==> src/hw/rtl/dopt_pkg.sv <==
// Types and constants shared by the DHCP option parser files.
`timescale 1ns / 1ps

package dopt_pkg;

	localparam logic [7:0] CODE_PAD     = 8'd0;
	localparam logic [7:0] CODE_MASK    = 8'd1;
	localparam logic [7:0] CODE_ROUTER  = 8'd3;
	localparam logic [7:0] CODE_DNS     = 8'd6;
	localparam logic [7:0] CODE_MSGTYPE = 8'd53;
	localparam logic [7:0] CODE_SERVER  = 8'd54;
	localparam logic [7:0] CODE_END     = 8'd255;

	typedef enum logic [3:0] {
		PH_CODE  = 4'b0001,
		PH_LEN   = 4'b0010,
		PH_VALUE = 4'b0100,
		PH_DONE  = 4'b1000
	} dopt_phase_t;

	typedef struct packed {
		logic [7:0]  msg_kind;
		logic        msg_kind_found;
		logic [31:0] subnet_mask;
		logic        mask_found;
		logic [31:0] router_addr;
		logic        router_found;
		logic [31:0] dns_addr;
		logic        dns_found;
		logic [31:0] server_ident;
		logic        server_found;
		logic        end_seen;
		logic        truncated;
	} dopt_result_t;

	typedef struct packed {
		dopt_phase_t phase;
		logic [7:0]  code;
		logic [7:0]  bytes_left;
		logic [2:0]  value_index;
		logic [31:0] value_shift;
		logic [7:0]  held_msg_kind;
		logic [31:0] held_mask;
		logic [31:0] held_router;
		logic [31:0] held_dns;
		logic [31:0] held_server;
		logic        found_msg;
		logic        found_mask;
		logic        found_router;
		logic        found_dns;
		logic        found_server;
		logic        end_seen;
		logic        truncated;
	} dopt_state_t;

	localparam dopt_state_t DOPT_STATE_RST = '{
		phase:         PH_CODE,
		code:          8'd0,
		bytes_left:    8'd0,
		value_index:   3'd0,
		value_shift:   32'd0,
		held_msg_kind: 8'd0,
		held_mask:     32'd0,
		held_router:   32'd0,
		held_dns:      32'd0,
		held_server:   32'd0,
		found_msg:     1'b0,
		found_mask:    1'b0,
		found_router:  1'b0,
		found_dns:     1'b0,
		found_server:  1'b0,
		end_seen:      1'b0,
		truncated:     1'b0
	};

endpackage

==> src/hw/rtl/dopt_in_if.sv <==
// Input channel: one options byte per item with a last-byte mark.
`timescale 1ns / 1ps

interface dopt_in_if;
	logic       valid;
	logic       ready;
	logic [7:0] opt_byte;
	logic       last_byte;

	modport source (output valid, output opt_byte, output last_byte, input ready);
	modport sink   (input valid, input opt_byte, input last_byte, output ready);
endinterface

==> src/hw/rtl/dopt_out_if.sv <==
// Result channel: the captured option values of one options area.
`timescale 1ns / 1ps

interface dopt_out_if;
	logic        valid;
	logic        ready;
	logic [7:0]  msg_kind;
	logic        msg_kind_found;
	logic [31:0] subnet_mask;
	logic        mask_found;
	logic [31:0] router_addr;
	logic        router_found;
	logic [31:0] dns_addr;
	logic        dns_found;
	logic [31:0] server_ident;
	logic        server_found;
	logic        end_seen;
	logic        truncated;

	modport source (
		output valid, output msg_kind, output msg_kind_found, output subnet_mask,
		output mask_found, output router_addr, output router_found, output dns_addr,
		output dns_found, output server_ident, output server_found, output end_seen,
		output truncated, input ready
	);
	modport sink (
		input valid, input msg_kind, input msg_kind_found, input subnet_mask,
		input mask_found, input router_addr, input router_found, input dns_addr,
		input dns_found, input server_ident, input server_found, input end_seen,
		input truncated, output ready
	);
endinterface

==> src/hw/rtl/dhcp_option_tlv_parser.sv <==
// Top level of the DHCP option TLV parser: walker plus two-entry result queue.
`timescale 1ns / 1ps

// Channel | Dir | Payload                                   | Item
// opts    | in  | opt_byte[7:0], last_byte                  | one options byte
// summary | out | msg_kind, mask/router/dns/server values,   | one per options area,
//         |     | found flags, end_seen, truncated          | on the last byte
//
// One byte is taken per clock while opts.ready is high; the walker updates
// its parse state in the same cycle and a last byte queues a result, pending
// the next cycle. Results queue in an output register plus one skid entry, so
// bytes keep flowing while a result waits; opts.ready drops only when the
// skid entry is occupied. arst_n clears the parse state and both queue valid
// flags. After each last byte the parse state returns to its reset value.

module dhcp_option_tlv_parser (
	input  logic          clk,
	input  logic          arst_n,
	dopt_in_if.sink       opts,
	dopt_out_if.source    summary
);
	import dopt_pkg::*;

	dopt_result_t res_new;
	dopt_result_t out_q;
	dopt_result_t skid_q;
	logic         out_valid_q;
	logic         skid_valid_q;
	logic         in_take;
	logic         emit;
	logic         out_take;

	assign opts.ready = !skid_valid_q;
	assign in_take    = opts.valid && opts.ready;
	assign emit       = in_take && opts.last_byte;
	assign out_take   = out_valid_q && summary.ready;

	dopt_walker u_walker (
		.clk       (clk),
		.arst_n    (arst_n),
		.step      (in_take),
		.opt_byte  (opts.opt_byte),
		.last_byte (opts.last_byte),
		.res       (res_new)
	);

	// queue control
	always_ff @(posedge clk or negedge arst_n) begin
		if (!arst_n) begin
			out_valid_q  <= 1'b0;
			skid_valid_q <= 1'b0;
		end else begin
			if (out_take || !out_valid_q) begin
				if (skid_valid_q) begin
					out_valid_q  <= 1'b1;
					skid_valid_q <= 1'b0;
				end else begin
					out_valid_q <= emit;
				end
			end else if (emit) begin
				skid_valid_q <= 1'b1;
			end
		end
	end

	// queue payload
	always_ff @(posedge clk) begin
		if (out_take || !out_valid_q) begin
			if (skid_valid_q) begin
				out_q <= skid_q;
			end else if (emit) begin
				out_q <= res_new;
			end
		end else if (emit) begin
			skid_q <= res_new;
		end
	end

	assign summary.valid          = out_valid_q;
	assign summary.msg_kind       = out_q.msg_kind;
	assign summary.msg_kind_found = out_q.msg_kind_found;
	assign summary.subnet_mask    = out_q.subnet_mask;
	assign summary.mask_found     = out_q.mask_found;
	assign summary.router_addr    = out_q.router_addr;
	assign summary.router_found   = out_q.router_found;
	assign summary.dns_addr       = out_q.dns_addr;
	assign summary.dns_found      = out_q.dns_found;
	assign summary.server_ident   = out_q.server_ident;
	assign summary.server_found   = out_q.server_found;
	assign summary.end_seen       = out_q.end_seen;
	assign summary.truncated      = out_q.truncated;

	// skid entry is only used behind a full output register
	a_skid_behind_out: assert property (@(posedge clk) disable iff (!arst_n)
		skid_valid_q |-> out_valid_q)
		else $error("skid entry valid with empty output register");

	// a last byte always yields a pending result next cycle
	a_last_emits: assert property (@(posedge clk) disable iff (!arst_n)
		emit |=> out_valid_q)
		else $error("accepted last byte produced no result");

	// a result arriving at a stalled output goes to the skid entry
	a_stall_to_skid: assert property (@(posedge clk) disable iff (!arst_n)
		(emit && out_valid_q && !summary.ready) |=> skid_valid_q)
		else $error("result lost behind stalled output");

	// a held result leaves only through a handshake
	a_hold_result: assert property (@(posedge clk) disable iff (!arst_n)
		(out_valid_q && !summary.ready) |=> (out_valid_q && $stable(out_q)))
		else $error("stalled result changed");

endmodule

==> src/hw/rtl/dopt_walker.sv <==
// TLV walker: parse state register and the per-byte next-state logic.
`timescale 1ns / 1ps

module dopt_walker (
	input  logic                  clk,
	input  logic                  arst_n,
	input  logic                  step,
	input  logic [7:0]            opt_byte,
	input  logic                  last_byte,
	output dopt_pkg::dopt_result_t res
);
	import dopt_pkg::*;

	dopt_state_t st_q;
	dopt_state_t nx;
	logic [31:0] lane;
	logic        apply;

	always_comb begin
		nx    = st_q;
		lane  = 32'd0;
		apply = 1'b0;
		unique case (st_q.phase)
			PH_CODE: begin
				if (opt_byte == CODE_END) begin
					nx.end_seen = 1'b1;
					nx.phase    = PH_DONE;
				end else if (opt_byte != CODE_PAD) begin
					nx.code  = opt_byte;
					nx.phase = PH_LEN;
					if (last_byte) nx.truncated = 1'b1;
				end
			end
			PH_LEN: begin
				nx.value_index = 3'd0;
				nx.value_shift = 32'd0;
				nx.bytes_left  = opt_byte;
				// zero length: nothing can qualify, back to code
				if (opt_byte == 8'd0) begin
					nx.phase = PH_CODE;
				end else begin
					nx.phase = PH_VALUE;
					if (last_byte) nx.truncated = 1'b1;
				end
			end
			PH_VALUE: begin
				// keep the first four value bytes, first byte in bits 7:0
				if (!st_q.value_index[2]) begin
					lane = {24'd0, opt_byte} << {st_q.value_index[1:0], 3'b000};
					nx.value_shift = st_q.value_shift | lane;
					nx.value_index = st_q.value_index + 3'd1;
				end
				nx.bytes_left = st_q.bytes_left - 8'd1;
				if (nx.bytes_left == 8'd0) begin
					apply    = 1'b1;
					nx.phase = PH_CODE;
				end else if (last_byte) begin
					nx.truncated = 1'b1;
				end
			end
			PH_DONE: begin
			end
			default: begin
				nx.phase = PH_CODE;
			end
		endcase

		if (apply) begin
			case (st_q.code)
				CODE_MSGTYPE: begin
					if (nx.value_index != 3'd0) begin
						nx.held_msg_kind = nx.value_shift[7:0];
						nx.found_msg     = 1'b1;
					end
				end
				CODE_MASK: begin
					if (nx.value_index[2]) begin
						nx.held_mask  = nx.value_shift;
						nx.found_mask = 1'b1;
					end
				end
				CODE_ROUTER: begin
					if (nx.value_index[2]) begin
						nx.held_router  = nx.value_shift;
						nx.found_router = 1'b1;
					end
				end
				CODE_DNS: begin
					if (nx.value_index[2]) begin
						nx.held_dns  = nx.value_shift;
						nx.found_dns = 1'b1;
					end
				end
				CODE_SERVER: begin
					if (nx.value_index[2]) begin
						nx.held_server  = nx.value_shift;
						nx.found_server = 1'b1;
					end
				end
				default: begin
				end
			endcase
		end
	end

	// result reflects the state after the current byte
	always_comb begin
		res.msg_kind       = nx.held_msg_kind;
		res.msg_kind_found = nx.found_msg;
		res.subnet_mask    = nx.held_mask;
		res.mask_found     = nx.found_mask;
		res.router_addr    = nx.held_router;
		res.router_found   = nx.found_router;
		res.dns_addr       = nx.held_dns;
		res.dns_found      = nx.found_dns;
		res.server_ident   = nx.held_server;
		res.server_found   = nx.found_server;
		res.end_seen       = nx.end_seen;
		res.truncated      = nx.truncated;
	end

	always_ff @(posedge clk or negedge arst_n) begin
		if (!arst_n) begin
			st_q <= DOPT_STATE_RST;
		end else if (step) begin
			st_q <= last_byte ? DOPT_STATE_RST : nx;
		end
	end

endmodule
==> src/flat_wrapper.sv <==
// flat-port wrapper written by rule: the top's interface ports become plain ports
module dhcp_option_tlv_parser_flat import dopt_pkg::*;
  (clk, arst_n, opts_valid, opts_opt_byte, opts_last_byte, opts_ready, summary_valid, summary_msg_kind, summary_msg_kind_found, summary_subnet_mask, summary_mask_found, summary_router_addr, summary_router_found, summary_dns_addr, summary_dns_found, summary_server_ident, summary_server_found, summary_end_seen, summary_truncated, summary_ready);
  dopt_in_if opts_i ();
  dopt_out_if summary_i ();
  input  logic clk;
  input  logic arst_n;
  input wire logic [$bits(opts_i.valid)-1:0] opts_valid;
  input wire logic [$bits(opts_i.opt_byte)-1:0] opts_opt_byte;
  input wire logic [$bits(opts_i.last_byte)-1:0] opts_last_byte;
  output wire logic [$bits(opts_i.ready)-1:0] opts_ready;
  output wire logic [$bits(summary_i.valid)-1:0] summary_valid;
  output wire logic [$bits(summary_i.msg_kind)-1:0] summary_msg_kind;
  output wire logic [$bits(summary_i.msg_kind_found)-1:0] summary_msg_kind_found;
  output wire logic [$bits(summary_i.subnet_mask)-1:0] summary_subnet_mask;
  output wire logic [$bits(summary_i.mask_found)-1:0] summary_mask_found;
  output wire logic [$bits(summary_i.router_addr)-1:0] summary_router_addr;
  output wire logic [$bits(summary_i.router_found)-1:0] summary_router_found;
  output wire logic [$bits(summary_i.dns_addr)-1:0] summary_dns_addr;
  output wire logic [$bits(summary_i.dns_found)-1:0] summary_dns_found;
  output wire logic [$bits(summary_i.server_ident)-1:0] summary_server_ident;
  output wire logic [$bits(summary_i.server_found)-1:0] summary_server_found;
  output wire logic [$bits(summary_i.end_seen)-1:0] summary_end_seen;
  output wire logic [$bits(summary_i.truncated)-1:0] summary_truncated;
  input wire logic [$bits(summary_i.ready)-1:0] summary_ready;
  assign opts_i.valid = opts_valid;
  assign opts_i.opt_byte = opts_opt_byte;
  assign opts_i.last_byte = opts_last_byte;
  assign opts_ready = opts_i.ready;
  assign summary_valid = summary_i.valid;
  assign summary_msg_kind = summary_i.msg_kind;
  assign summary_msg_kind_found = summary_i.msg_kind_found;
  assign summary_subnet_mask = summary_i.subnet_mask;
  assign summary_mask_found = summary_i.mask_found;
  assign summary_router_addr = summary_i.router_addr;
  assign summary_router_found = summary_i.router_found;
  assign summary_dns_addr = summary_i.dns_addr;
  assign summary_dns_found = summary_i.dns_found;
  assign summary_server_ident = summary_i.server_ident;
  assign summary_server_found = summary_i.server_found;
  assign summary_end_seen = summary_i.end_seen;
  assign summary_truncated = summary_i.truncated;
  assign summary_i.ready = summary_ready;
  dhcp_option_tlv_parser u_core (.clk(clk), .arst_n(arst_n), .opts(opts_i), .summary(summary_i));
endmodule
==> config.mk <==
export PLATFORM = sky130hd
export DESIGN_NAME = dhcp_option_tlv_parser_flat
export DESIGN_NICKNAME = d
export VERILOG_FILES = /design/src/hw/rtl/dopt_pkg.sv /design/src/hw/rtl/dopt_in_if.sv /design/src/hw/rtl/dopt_out_if.sv /design/src/hw/rtl/dhcp_option_tlv_parser.sv /design/src/hw/rtl/dopt_walker.sv /design/src/flat_wrapper.sv
export SDC_FILE = /design/constraint.sdc
export NUM_CORES = 1
export LEC_CHECK = 0
export BUFFER_PORTS_ARGS = -buffer_cell sky130_fd_sc_hd__buf_2
export CORE_MARGIN = 3
export CORE_UTILIZATION = 25
export DETAILED_ROUTE_END_ITERATION = 6
export PLACE_DENSITY = 0.38
export RECOVER_POWER = 25
export SYNTH_ARGS = -nofsm -noshare
export SYNTH_HDL_FRONTEND = slang
export SYNTH_HIERARCHICAL = 1
export SYNTH_SLANG_ARGS = --single-unit
==> constraint.sdc <==
create_clock -name clk -period 11.6 [get_ports clk]
set_input_delay 1.74 -clock clk [delete_from_list [all_inputs] [get_ports clk]]
set_output_delay 1.74 -clock clk [all_outputs]
set_load 0.01 [all_outputs]
* Yosys cells after proc, flatten, opt, wreduce, memory -nomap -nowiden
Index checks and enable logic that the tools add are counted.
Storage, ports and cells: output and inout port bits 145, word-level logic and storage cells 128, register bits 486
Operators by class: shifts and indexed selects 1, $add $sub $neg 2, reduce and logical (&&, ||, !) cells 20, eq/ne operators 14, mux-type cells 46, bitwise logic cells 2
Operator list (number):
- two-way mux 143 bit | 2
- two-way mux 32 bit | 8
- two-way mux 198 bit | 1
- two-way mux 141 bit | 1
- case mux 43 bit (2 select lines) | 1
- two-way mux 35 bit | 1
- two-way mux 8 bit | 4
- bitwise OR 32 bit | 1
- << shifter 8 x 5 -> 32 bit | 1
- two-way mux 1 bit | 22
- equality test 8 x 6 -> 1 bit, second input constant | 2
- zero test 8 bit | 2
- case mux 4 bit (4 select lines) | 1
- two-way mux 12 bit | 1
- equality test 8 x 1 -> 1 bit, second input constant | 1
- equality test 8 x 2 -> 1 bit, second input constant | 1
- equality test 8 x 3 -> 1 bit, second input constant | 1
- equality test 8 bit, second input constant | 1
- two-way mux 4 bit | 2
- AND reduction 4 bit | 2
- nonzero test 2 bit | 4
- nonzero test 8 bit | 1
- subtractor 8 x 1 -> 8 bit, second input constant | 1
- AND reduction 2 bit | 3
- 15 further kinds | 20

* Longest topological paths before layout
Gate-level depths: netlist of the first run.
depth after elaboration 10, depth in mapped cells 12, gate-level depth less buffers 9

* Hierarchy
The synthesis of the first run kept the hierarchy.
By module, submodules not included:
- dhcp_option_tlv_parser | area an instance 10498.8 µm², instances 1, cells an instance 456, seq. area each 8638.3 µm²
- dopt_walker | area an instance 10440.0 µm², instances 1, cells an instance 1080, seq. area each 4956.0 µm²

* Least setup slack after synthesis of the first run
OpenSTA, ideal clock, no wires.
kind input -> register, from input opts_last_byte, to register u_core.out_q (netlist bit u_core/summary.dns_addr[0]), enable pin, slack 3.164 ns, required time 10.950 ns, library setup time 0.650 ns, arrival 7.786 ns, stages on the path 2, path through a21oi_1 nor2_1
On the way: word-level cells in the longest chain between the ends 3
RTL lines:
- from (decl) | RTL line flat_wrapper.sv:10 | input wire logic [$bits(opts_i.last_byte)-1:0] opts_last_byte;
- logical AND 1 bit | RTL line dhcp_option_tlv_parser.sv:35 | assign emit = in_take && opts.last_byte;
- nonzero test 2 bit (no line)
- AND reduction 2 bit (no line)
- to (signal assigned) | RTL line dhcp_option_tlv_parser.sv:70 | out_q <= skid_q;
- to (signal assigned) | RTL line dhcp_option_tlv_parser.sv:72 | out_q <= res_new;
- to (decl) | RTL line dhcp_option_tlv_parser.sv:25 | dopt_result_t out_q;
No other way between the ends. A chain may end at the register's enable or synchronous reset.

* Worst setup path after layout of the first run
from input opts_last_byte, to register u_core/u_walker/st_q[104] in the netlist's numbering
On the way: word-level cells in the longest chain between the ends 1
RTL lines:
- two-way mux 198 bit | RTL line dopt_walker.sv:126 | st_q <= last_byte ? DOPT_STATE_RST : nx;
- to (signal assigned) | RTL line dopt_walker.sv:126
- to (decl) | RTL line dopt_walker.sv:14 | dopt_state_t st_q;
No other way between the ends.

==> flow_summary_export.csv, run 1 <==
group,metric,value,unit
timing,timing.final.max_slew_violations,223,
outcome,failing_checks,"capacitance limit, slew limit",
critical_path,timing.critical_path.arrival,6930,ps
synthesis,synthesized_area,20900,sq um
synthesis,netlist_top_cells_area,"edfxtp_1, dfrtp_1, mux2_2, a22o_1, o21ai_0",
hold_path,hp-class,"reg2reg",
hold_path,hold_path_endpoint,"u_core/u_walker/st_q[0]$_DFFE_PN0P_",
synthesis,yosysTopAreaCellShare,41.0,%
placed_design,placed_cell_area,22600,sq um
synthesis,number_of_enable_flip_flop_cells_after_synthesis,286,
synthesis,synth_largest_area_cell,"edfxtp_1",
synthesis,instance_count_of_the_mapped_netlist,1536,
placed_design,routabilityCongestion,0.749,
clocking,post_cts_buffers,0,
synthesis,ys_dominant_reg_cell,"edfxtp_1",
clocking,cts_max_level,2,
outcome,outcome,"finished with violations",
timing,clock.fmax,0.155,GHz
routing,drcViolationCount,0,
hold_path,hold_path.startpoint,"u_core/u_walker/st_q[0]$_DFFE_PN0P_",
synthesis,number_of_warning_messages_in_the_yosys_log,6,
timing,timing.max_slew.rel_slack,-181,%
placed_design,placedCellCount,2669,
power_and_ir_drop,power.sequential.fraction,48.8,%
critical_path,worstSetupPathType,"in2reg",
power_and_ir_drop,internal-power,3.01,mW
critical_path,r2r-end,"u_core/u_walker/st_q[21]$_DFFE_PN0P_",
clocking,cts_buffers,56,
floorplanning,ios,158,
floorplanning,fp-row-count,105,
finish,drive_gt1_share,21.6,%
routing,wire_per_inst,21.6,microns
power_and_ir_drop,switching_power,0.969,mW
global_route,grt_pass1_wl,89300,microns
power_and_ir_drop,switching_share,24.3,%
run,cap_violations,4,
synthesis,netlist_top_cells_count,"edfxtp_1, dfrtp_1, nand2_1, o21ai_0, mux2_2",
critical_path,timing.critical_path.required,12080,ps
critical_path,reg2reg_from,"u_core/skid_valid_q$_DFFE_PN0P_",
timing,timing.final.crit_period,6450,ps
finish,finish.net_count,1673,
clocking,cts.repair.resized,0,
floorplanning,die_y,295,microns
hold_path,min_delay_path_depth,1,
synthesis,sequential_cell_area_fraction_in_the_yosys_report,64.9,%
critical_path,worst_setup_path_end_kind,"flip-flop",
synthesis,number_of_distinct_library_cell_variants_in_the_gate_level_netlist_after_synthesis,65,
clocking,cts_tree,"done",
timing,timing_worst_slew_pin_value,4210,ps
synthesis,synth-async-reset-ratio,41.2,%
global_route,globalRouteTotalUtil,13.4,%
power_and_ir_drop,power_frac_clock,44.2,%
finish,fin_cells,2776,
critical_path,rr_worst_depth,8,
clocking,cts_sinks,486,
routing,route.antenna.remaining_nets,0,
global_route,first_global_vias,13200,
global_route,grt_antenna_before_repair,2,
power_and_ir_drop,p_leak,8.91,nW
clocking,clock_pin_transition_on_the_worst_setup_and_hold_timing_paths,60,ps
finish,post-route-cell-area,24300,sq um
synthesis,synthesis.area_per_instance,13.6,sq um
routing,detail_route.first_pass.iterations,5,
finish,syn_to_final_growth,16.2,%
timing,timing.final.hold_violations,0,
power_and_ir_drop,cellPowerDensity,164,nW/um^2
floorplanning,dieArea,87300,sq um
timing,worst_skew,35.5,ps
routing,drt-vias-per-instance,4.85,
power_and_ir_drop,ir_drop,0.0996,mV
power_and_ir_drop,combinational_cell_fraction_of_total_power,7.0,%
clocking,postCtsHoldBufs,0,
timing,final.period_utilization,55.6,%
placed_design,dpl.hpwl,37900,microns
routing,first_iter_violations,934,
global_route,grt-ovfl-total,0,
floorplanning,core_area,82500,sq um
timing,tns,0,ps
floorplanning,die_width,295,microns
clocking,clk_path_buf_depth,3,
critical_path,setup.worst_path.start_class,"input port",
routing,routed_wire_length,60000,microns
routing,route.vias.total,13500,
clocking,root_buffer,"clkbuf_16",
timing,final-setup-viol-count,0,
finish,finish.utilization,29.5,%
critical_path,setup_slack_of_the_worst_register_to_register_path,6200,ps
floorplanning,floorplan.initialDensity,25.4,%
power_and_ir_drop,fin_total_pwr,3.98,mW
critical_path,critical_path.max_fanout,80,
synthesis,ys_ff_latch,486,
timing,setup_repair_after_global_routing_missed_its_margin,"false",
global_route,pin_count_of_the_biggest_net_entering_global_routing,94,
synthesis,yosys.cell_count.top_type,"edfxtp_1",
clocking,clkLatencyLatePin,620,ps
synthesis,postSynthNetCount,1552,
placed_design,io_buffers,157,
## layer usage
| metal | global-route usage, % | vias to the layer above | part of all wire, % |
|---|---|---|---|
| met4 | 3.62 | 0 | 2.3 |
| met5 | 0 | - | 0 |
| li1 | - | 6170 | - |
| met2 | 20.9 | 324 | 45 |
| met1 | 19.0 | 6888 | 47 |
| met3 | 2.72 | 80 | 5.3 |
## layout make-up
cell class	count	area, sq um
fillers	8441	58200
clock buffers	81	1570
inverters	5	20.0
well taps	1070	1340
diodes	2	5.00
clock inverters	24	256
repair buffers	182	868
multi-input cells	926	6680
flip-flops and latches	486	13600
## worst max-delay path, stage by stage
cell and delay, ps:
clkbuf_1 440, clkbuf_1 2960, o21ai_2 1220, a22o_1 520
## per-stage QoR
stage / hold slack [ps] / setup WS (ps)
floorplan: 447 / 3160
global placement: 464 / 6800
detailed placement: 469 / 6770
CTS: 486 / 7430
global route: 502 / 4740
finish: 479 / 5150
## power groups by stage
stage / combinational (mW) / clock (mW) / sequential [mW]
detailed placement: 0.293 / 0 / 1.98
global route: 0.308 / 1.90 / 1.95
finish: 0.280 / 1.76 / 1.94
floorplan: 0.184 / 0 / 1.98
CTS: 0.295 / 1.83 / 1.94
global placement: 0.292 / 0 / 1.98
## worst max-delay path by stage
stage	from	endpoint	slack, ps
6_report	opts_last_byte	u_core/u_walker/st_q[104]$_DFFE_PN0P_	5150
5_1_grt	opts_last_byte	u_core/u_walker/st_q[184]$_DFFE_PN0P_	4740
3_3_place_gp	opts_valid	u_core/u_walker/st_q[38]$_DFFE_PN0P_	6800
3_5_place_dp	opts_valid	u_core/u_walker/st_q[36]$_DFFE_PN0P_	6770
4_1_cts	opts_valid	u_core/u_walker/st_q[38]$_DFFE_PN0P_	7430
2_1_floorplan	opts_last_byte	u_core/summary.dns_addr[0]$_DFFE_PP_	3160
## logic make-up (layout without fill, tap and decap cells)
kind of cell | count (synthesis) | after routing | synth area share, %
DFF | 486 | 486 | 64.9
AOI/OAI and AO/OA | 481 | 481 | 16.6
and+or+nand+nor | 297 | 297 | 7.25
muxes | 143 | 143 | 7.69
buffers and inverters | 124 | 292 | 3.30
adders and majority gates | 3 | 3 | 0.179
xor gates and xnor gates | 2 | 2 | 0.0837
other | 0 | 2 | 0
## sequential cells by signal, indices dropped and copies added, names as in the netlist
signal and flops:
u_core/skid_q 143, u_core/skid_valid_q 1, u_core/summary.dns_addr 32, u_core/summary.dns_found 1, u_core/summary.end_seen 1, u_core/summary.mask_found 1, u_core/summary.msg_kind 8, u_core/summary.msg_kind_found 1
u_core/summary.router_addr 32, u_core/summary.router_found 1, u_core/summary.server_found 1, u_core/summary.server_ident 32, u_core/summary.subnet_mask 32, u_core/summary.truncated 1, u_core/summary.valid 1, u_core/u_walker/st_q 198
## cell usage in the layout, fill, tap and decap left out, types with 5 or more instances in the layout
master     synthesis  routed
nor3_1             6       6
clkbuf_16          0      57
nor4_4             6       5
o21a_1             5       5
o21ai_1           18      14
nor2b_1            6       6
a21oi_1           14      14
mux2_2           140     140
dfrtp_1          199     198
buf_4              4      22
nor2_1            41      37
clkinv_2           0      10
clkbuf_8          10       6
nand3_1           10      10
buf_2             22      74
a22oi_2            9       9
edfxtp_1         286     286
o2bb2ai_1         80      80
a22oi_1           90      90
nand3b_1           9       9
a22o_1            96      96
nor4_1             7       8
or3_1             11      11
a22o_2             8       8
o21ai_0          145     145
clkbuf_1          65     104
nand2b_1          11      11
nand2_1          162     160
No activity file was read; power rests on OpenSTA's default activity.
==> inputs of run 2 (changes only) <==
- PLACE_DENSITY: 0.38 -> 0.39
- clock period: 11.6 -> 5.9 ns (I/O delays scaled with it)
==> run 2 against run 1 <==
- the flow still finishes with violations (capacitance limit, slew limit)
- routed wire length grew 3.2%
- power grew 96%
- non-clock buffer count grew 5
- critical path depth grew 5
- via count grew 0.97%
- utilization grew 0.088 points
- worst setup slack lost 3700 ps
- worst hold slack lost 190 ps
- count of clock-buffer cells in the layout shrank 11
- sequential power grew 97%
- first-iteration DRC count shrank 8.6%
- critical endpoint is now u_core/u_walker/st_q[39]$_DFFE_PN0P_
- largest cell class unchanged
- highest routed layer unchanged
==> flow_summary_export.csv, run 2 (synthesized netlist as in run 1, its figures left out) <==
group,metric,value,unit
routing,route.vias.total,13600,
finish,multi_input_area,6720,sq um
critical_path,worst_setup_path_end_kind,"flip-flop",
global_route,first_global_vias,13700,
finish,sequential_cell_area,13600,sq um
critical_path,setup.worst_path.start_class,"flip-flop",
clocking,post_cts_buffers,0,
placed_design,routabilityCongestion,0.730,
clocking,clk_path_buf_depth,3,
clocking,clock_pin_transition_on_the_worst_setup_and_hold_timing_paths,60,ps
timing,timing.final.crit_period,4500,ps
global_route,grt_pass1_wl,92900,microns
finish,top_register,"u_core/u_walker/st_q",
timing,timing.final.max_slew_violations,183,
finish,fillCellCount,8355,
global_route,grt-ovfl-total,0,
clocking,clkLatencyLatePin,610,ps
critical_path,rr_worst_depth,9,
critical_path,timing.critical_path.arrival,5040,ps
timing,clock.fmax,0.222,GHz
clocking,cts.repair.resized,0,
clocking,root_buffer,"clkbuf_16",
critical_path,r2r-end,"u_core/u_walker/st_q[39]$_DFFE_PN0P_",
clocking,cts_buffers,54,
power_and_ir_drop,ir_drop,0.215,mV
hold_path,hp-class,"in2async",
routing,route.antenna.remaining_nets,0,
timing,final.period_utilization,76.3,%
critical_path,worstSetupPathType,"reg2reg",
floorplanning,fp-row-count,105,
placed_design,dpl.hpwl,37600,microns
critical_path,critical_path.max_fanout,35,
floorplanning,floorplan.initialDensity,25.4,%
finish,post-route-cell-area,24400,sq um
run,cap_violations,3,
floorplanning,die_width,295,microns
timing,timing_worst_slew_pin_value,3240,ps
finish,largest_registers,"u_core/u_walker/st_q x198, u_core/skid_q x143",
routing,drt-vias-per-instance,4.89,
global_route,globalRouteTotalUtil,14.0,%
critical_path,timing.critical_path.required,6440,ps
clocking,cts_sinks,486,
critical_path,setup_slack_of_the_worst_register_to_register_path,1400,ps
routing,first_iter_violations,854,
power_and_ir_drop,cellPowerDensity,319,nW/um^2
clocking,postCtsHoldBufs,0,
finish,finish.utilization,29.6,%
finish,layout.cells.most_common,"edfxtp_1",
finish,mostFrequentLayoutCells,"edfxtp_1, dfrtp_1, nand2_1",
placed_design,placed_cell_area,22700,sq um
finish,drive_gt1_share,23.4,%
timing,setup_repair_after_global_routing_missed_its_margin,"false",
floorplanning,core_area,82500,sq um
global_route,pin_count_of_the_biggest_net_entering_global_routing,119,
placed_design,io_buffers,157,
outcome,outcome,"finished with violations",
finish,syn_to_final_growth,16.5,%
finish,largest_register_ffs,198,
routing,drcViolationCount,0,
critical_path,reg2reg_from,"u_core/skid_valid_q$_DFFE_PN0P_",
finish,fin_cells,2779,
floorplanning,ios,158,
timing,final.setup.worst_slack,1400,ps
routing,routed_wire_length,61900,microns
timing,worst_skew,19.7,ps
timing,hold-worst-slack,291,ps
global_route,grt_antenna_before_repair,4,
clocking,cts_tree,"done",
routing,detail_route.first_pass.iterations,5,
floorplanning,dieArea,87300,sq um
clocking,cts_max_level,2,
timing,tns,0,ps
finish,finish.net_count,1676,
outcome,failing_checks,"capacitance limit, slew limit",
routing,wire_per_inst,22.3,microns
timing,timing.max_slew.rel_slack,-116,%
power_and_ir_drop,fin_total_pwr,7.79,mW
power_and_ir_drop,p_leak,9.03,nW
timing,timing.final.hold_violations,0,
floorplanning,die_y,295,microns
timing,final-setup-viol-count,0,
placed_design,placement.setup.worst_slack,2120,ps
placed_design,placedCellCount,2674,
-- run 2: power by group --
group / total, mW / switching (mW) / leakage, nW / internal, mW
logic: 0.573 / 0.394 / 2.67 / 0.179
clock network: 3.39 / 1.44 / 0.850 / 1.95
registers: 3.83 / 0.0931 / 5.51 / 3.73
total: 7.79 / 1.93 / 9.03 / 5.87
-- run 2: how the worst max path moves through the flow --
stage,startpoint,endpoint,depth (start not counted)
6_report,u_core/skid_valid_q$_DFFE_PN0P_,u_core/u_walker/st_q[39]$_DFFE_PN0P_,9
5_1_grt,u_core/skid_valid_q$_DFFE_PN0P_,u_core/u_walker/st_q[39]$_DFFE_PN0P_,9
4_1_cts,u_core/u_walker/st_q[195]$_DFFE_PN0P_,u_core/summary.router_addr[7]$_DFFE_PP_,5
3_5_place_dp,u_core/u_walker/st_q[195]$_DFFE_PN0P_,u_core/summary.router_addr[7]$_DFFE_PP_,5
3_3_place_gp,u_core/u_walker/st_q[195]$_DFFE_PN0P_,u_core/summary.router_addr[7]$_DFFE_PP_,5
2_1_floorplan,opts_last_byte,u_core/summary.dns_addr[0]$_DFFE_PP_,2
-- run 2: final cells by class --
type	count	area share, %
Clock inverter	32	1.19
Tap cell	1070	5.49
Clock buffer	70	5.95
Sequential cell	486	55.7
Inverter	5	0.0872
Multi-Input combinational cell	926	27.5
Timing Repair Buffer	187	4.00
Antenna cell	3	0.0308
-- run 2: critical path, stage by stage (launching register included) --
cell      delay (ps)
dfrtp_1         1010
nor2b_1          310
clkbuf_1         800
nor2b_2          320
nand2_1          180
nor3_1           200
nand4_1          200
nor2_1           890
buf_4            340
a22o_1           150
-- run 2: layer usage --
layer / routed length, microns / track usage (%) / part of all wire [%] / vias up
met5: 0 / 0 / 0 / -
met4: 1450 / 4.11 / 2.3 / 0
met3: 2920 / 2.43 / 4.7 / 83
met2: 28400 / 22.2 / 46 / 310
met1: 29200 / 19.7 / 47 / 7022
li1: - / - / - / 6178
==> inputs of run 3 (changes only) <==
- PLACE_DENSITY: 0.39 -> 0.38
- clock period: 5.9 -> 4.45 ns (I/O delays scaled with it)
==> run 3 against run 2 <==
- the flow still finishes with violations (capacitance limit, slew limit)
- first-iteration DRC count rose by 23%
- worst setup slack worse by 540 ps
- die area unchanged
- combinational power is 33% higher
- fmax rose by 26%
- register-to-register slack worse by 540 ps
- cell area up 0.21%
- sequential cell count is the same
- largest cell class unchanged
==> flow_summary_export.csv, run 3 (synthesized netlist as in run 1, its figures left out) <==
group,metric,value,unit
power_and_ir_drop,switching_share,24.6,%
finish,post-route-cell-area,24500,sq um
floorplanning,floorplan.initialDensity,25.4,%
global_route,top_usage_layer,"met2",
clocking,cts_sinks,486,
routing,drcViolationCount,0,
critical_path,critical_path.slowest_cell,"o21ai_0",
clocking,cts_max_level,2,
power_and_ir_drop,combinational_cell_fraction_of_total_power,7.5,%
floorplanning,fp-row-count,105,
placed_design,routabilityCongestion,0.761,
timing,timing.final.hold_violations,0,
hold_path,hp-class,"in2reg",
power_and_ir_drop,fin_total_pwr,10.1,mW
routing,drt-vias-per-instance,4.85,
clocking,root_buffer,"clkbuf_16",
finish,top_register,"u_core/u_walker/st_q",
critical_path,setup_slack_of_the_worst_register_to_register_path,870,ps
clocking,clk_path_buf_depth,3,
clocking,cts_tree,"done",
finish,syn_to_final_growth,16.8,%
placed_design,dpl.hpwl,37700,microns
timing,timing.max_slew.rel_slack,-121,%
finish,largest_registers,"u_core/u_walker/st_q x198, u_core/skid_q x143",
timing,timing.final.max_slew_violations,258,
placed_design,placed_cell_area,22900,sq um
routing,routed_wire_length,61000,microns
critical_path,timing.critical_path.arrival,4050,ps
critical_path,worst_setup_path_end_kind,"flip-flop",
clocking,cts_buffers,56,
global_route,grt_use_met3,2.48,%
timing,tns,0,ps
critical_path,crit_chain,"or4b_4 > nor4b_1 > and4b_1 > nand2_2 > o21ai_0 > mux2_2",
power_and_ir_drop,ir_drop,0.268,mV
placed_design,placedCellCount,2685,
power_and_ir_drop,power_frac_clock,42.6,%
critical_path,reg2reg_from,"u_core/u_walker/st_q[195]$_DFFE_PN0P_",
run,cap_violations,2,
clocking,postCtsHoldBufs,0,
finish,finish.net_count,1689,
placed_design,io_buffers,157,
finish,mostFrequentLayoutCells,"edfxtp_1, dfrtp_1, nand2_1",
clocking,post_cts_buffers,0,
clocking,clkLatencyLatePin,610,ps
finish,drive_gt1_share,22.2,%
hold_path,hold_path.startpoint,"summary_ready",
critical_path,cpPeakStageDelay,860,ps
critical_path,r2r-end,"u_core/summary.router_addr[31]$_DFFE_PP_",
critical_path,critical_path.max_fanout,15,
floorplanning,core_area,82500,sq um
floorplanning,die_y,295,microns
timing,final.period_utilization,80.6,%
timing,worst_skew,18.8,ps
timing,setup_repair_after_global_routing_missed_its_margin,"false",
global_route,grt_pass1_wl,92200,microns
global_route,global_route_met2_utilization,21.8,%
floorplanning,die_width,295,microns
critical_path,setup.worst_path.start_class,"flip-flop",
clocking,clock_pin_transition_on_the_worst_setup_and_hold_timing_paths,60,ps
timing,clock.fmax,0.279,GHz
floorplanning,ios,158,
critical_path,timing.critical_path.required,4920,ps
power_and_ir_drop,power.sequential.fraction,49.9,%
routing,route.vias.total,13500,
timing,final.setup.worst_slack,865,ps
global_route,pin_count_of_the_biggest_net_entering_global_routing,146,
floorplanning,dieArea,87300,sq um
timing,timing_worst_slew_pin_value,3320,ps
global_route,first_global_vias,13700,
power_and_ir_drop,p_leak,9.03,nW
hold_path,min_delay_path_depth,3,
power_and_ir_drop,internal-power,7.65,mW
finish,largest_register_ffs,198,
finish,fin_cells,2791,
global_route,grt_antenna_before_repair,3,
power_and_ir_drop,cellPowerDensity,415,nW/um^2
critical_path,worstSetupPathType,"reg2reg",
critical_path,rr_worst_depth,6,
global_route,gr-usage-met1,19.6,%
hold_path,hold_path_endpoint,"u_core/skid_valid_q$_DFFE_PN0P_",
timing,timing.final.crit_period,3580,ps
outcome,outcome,"finished with violations",
routing,route.antenna.remaining_nets,0,
global_route,grt-ovfl-total,0,
outcome,failing_checks,"capacitance limit, slew limit",
power_and_ir_drop,switching_power,2.49,mW
routing,first_iter_violations,1051,
routing,detail_route.first_pass.iterations,5,
finish,layout.cells.most_common,"edfxtp_1",
placed_design,placement.setup.worst_slack,832,ps
global_route,globalRouteTotalUtil,13.8,%
timing,final-setup-viol-count,0,
clocking,cts.repair.resized,0,
routing,wire_per_inst,21.9,microns
==> run 3: critical path, delay by kind of cell, from the launching register on <==
family           cells  cell delay [ps]
flip-flops           1              510
multiplexers         1              300
AO/OA/AOI/OAI        1              860
AND/OR/NAND/NOR      4             1760
==> run 3: stage by stage <==
stage	util [%]	hold slack [ps]
2_1_floorplan	-	372
3_3_place_gp	27.7	465
3_5_place_dp	27.7	471
4_1_cts	29.8	226
5_1_grt	29.6	329
6_report	29.6	352
==> run 3: layout make-up <==
class                   count  area (sq um)
clock buffers              81          1560
inverters                   5          21.3
fillers                  8327         58100
diodes                      2          5.00
clock inverters            23           138
repair buffers            198          1080
multi-input cells         926          6710
flip-flops and latches    486         13600
well taps                1070          1340
==> run 3: worst max path at each step <==
stage	start	to	slack, ps	cells after the start
2_1_floorplan	opts_last_byte	u_core/summary.dns_addr[0]$_DFFE_PP_	1100	2
3_3_place_gp	u_core/u_walker/st_q[195]$_DFFE_PN0P_	u_core/summary.subnet_mask[10]$_DFFE_PP_	910	7
3_5_place_dp	u_core/u_walker/st_q[195]$_DFFE_PN0P_	u_core/summary.subnet_mask[13]$_DFFE_PP_	830	7
4_1_cts	u_core/u_walker/st_q[195]$_DFFE_PN0P_	u_core/summary.router_addr[31]$_DFFE_PP_	830	6
5_1_grt	arst_n	u_core/skid_valid_q$_DFFE_PN0P_	430	1
6_report	u_core/u_walker/st_q[195]$_DFFE_PN0P_	u_core/summary.router_addr[31]$_DFFE_PP_	870	6
==> run 3: power by group through the flow <==
stage	registers [mW]	clock network (mW)	logic [mW]
after floorplan	5.13	0	0.479
after global placement	5.14	0	0.786
after detailed placement	5.15	0	0.785
after CTS	5.06	4.50	0.786
after global routing	5.08	4.69	0.835
final	5.06	4.32	0.763
==> run 3: per-layer routing <==
layer | vias to the layer above | part of all wire (%)
li1 | 6199 | -
met1 | 6952 | 48
met2 | 296 | 46
met3 | 79 | 4.0
met4 | 0 | 2.2
met5 | - | 0
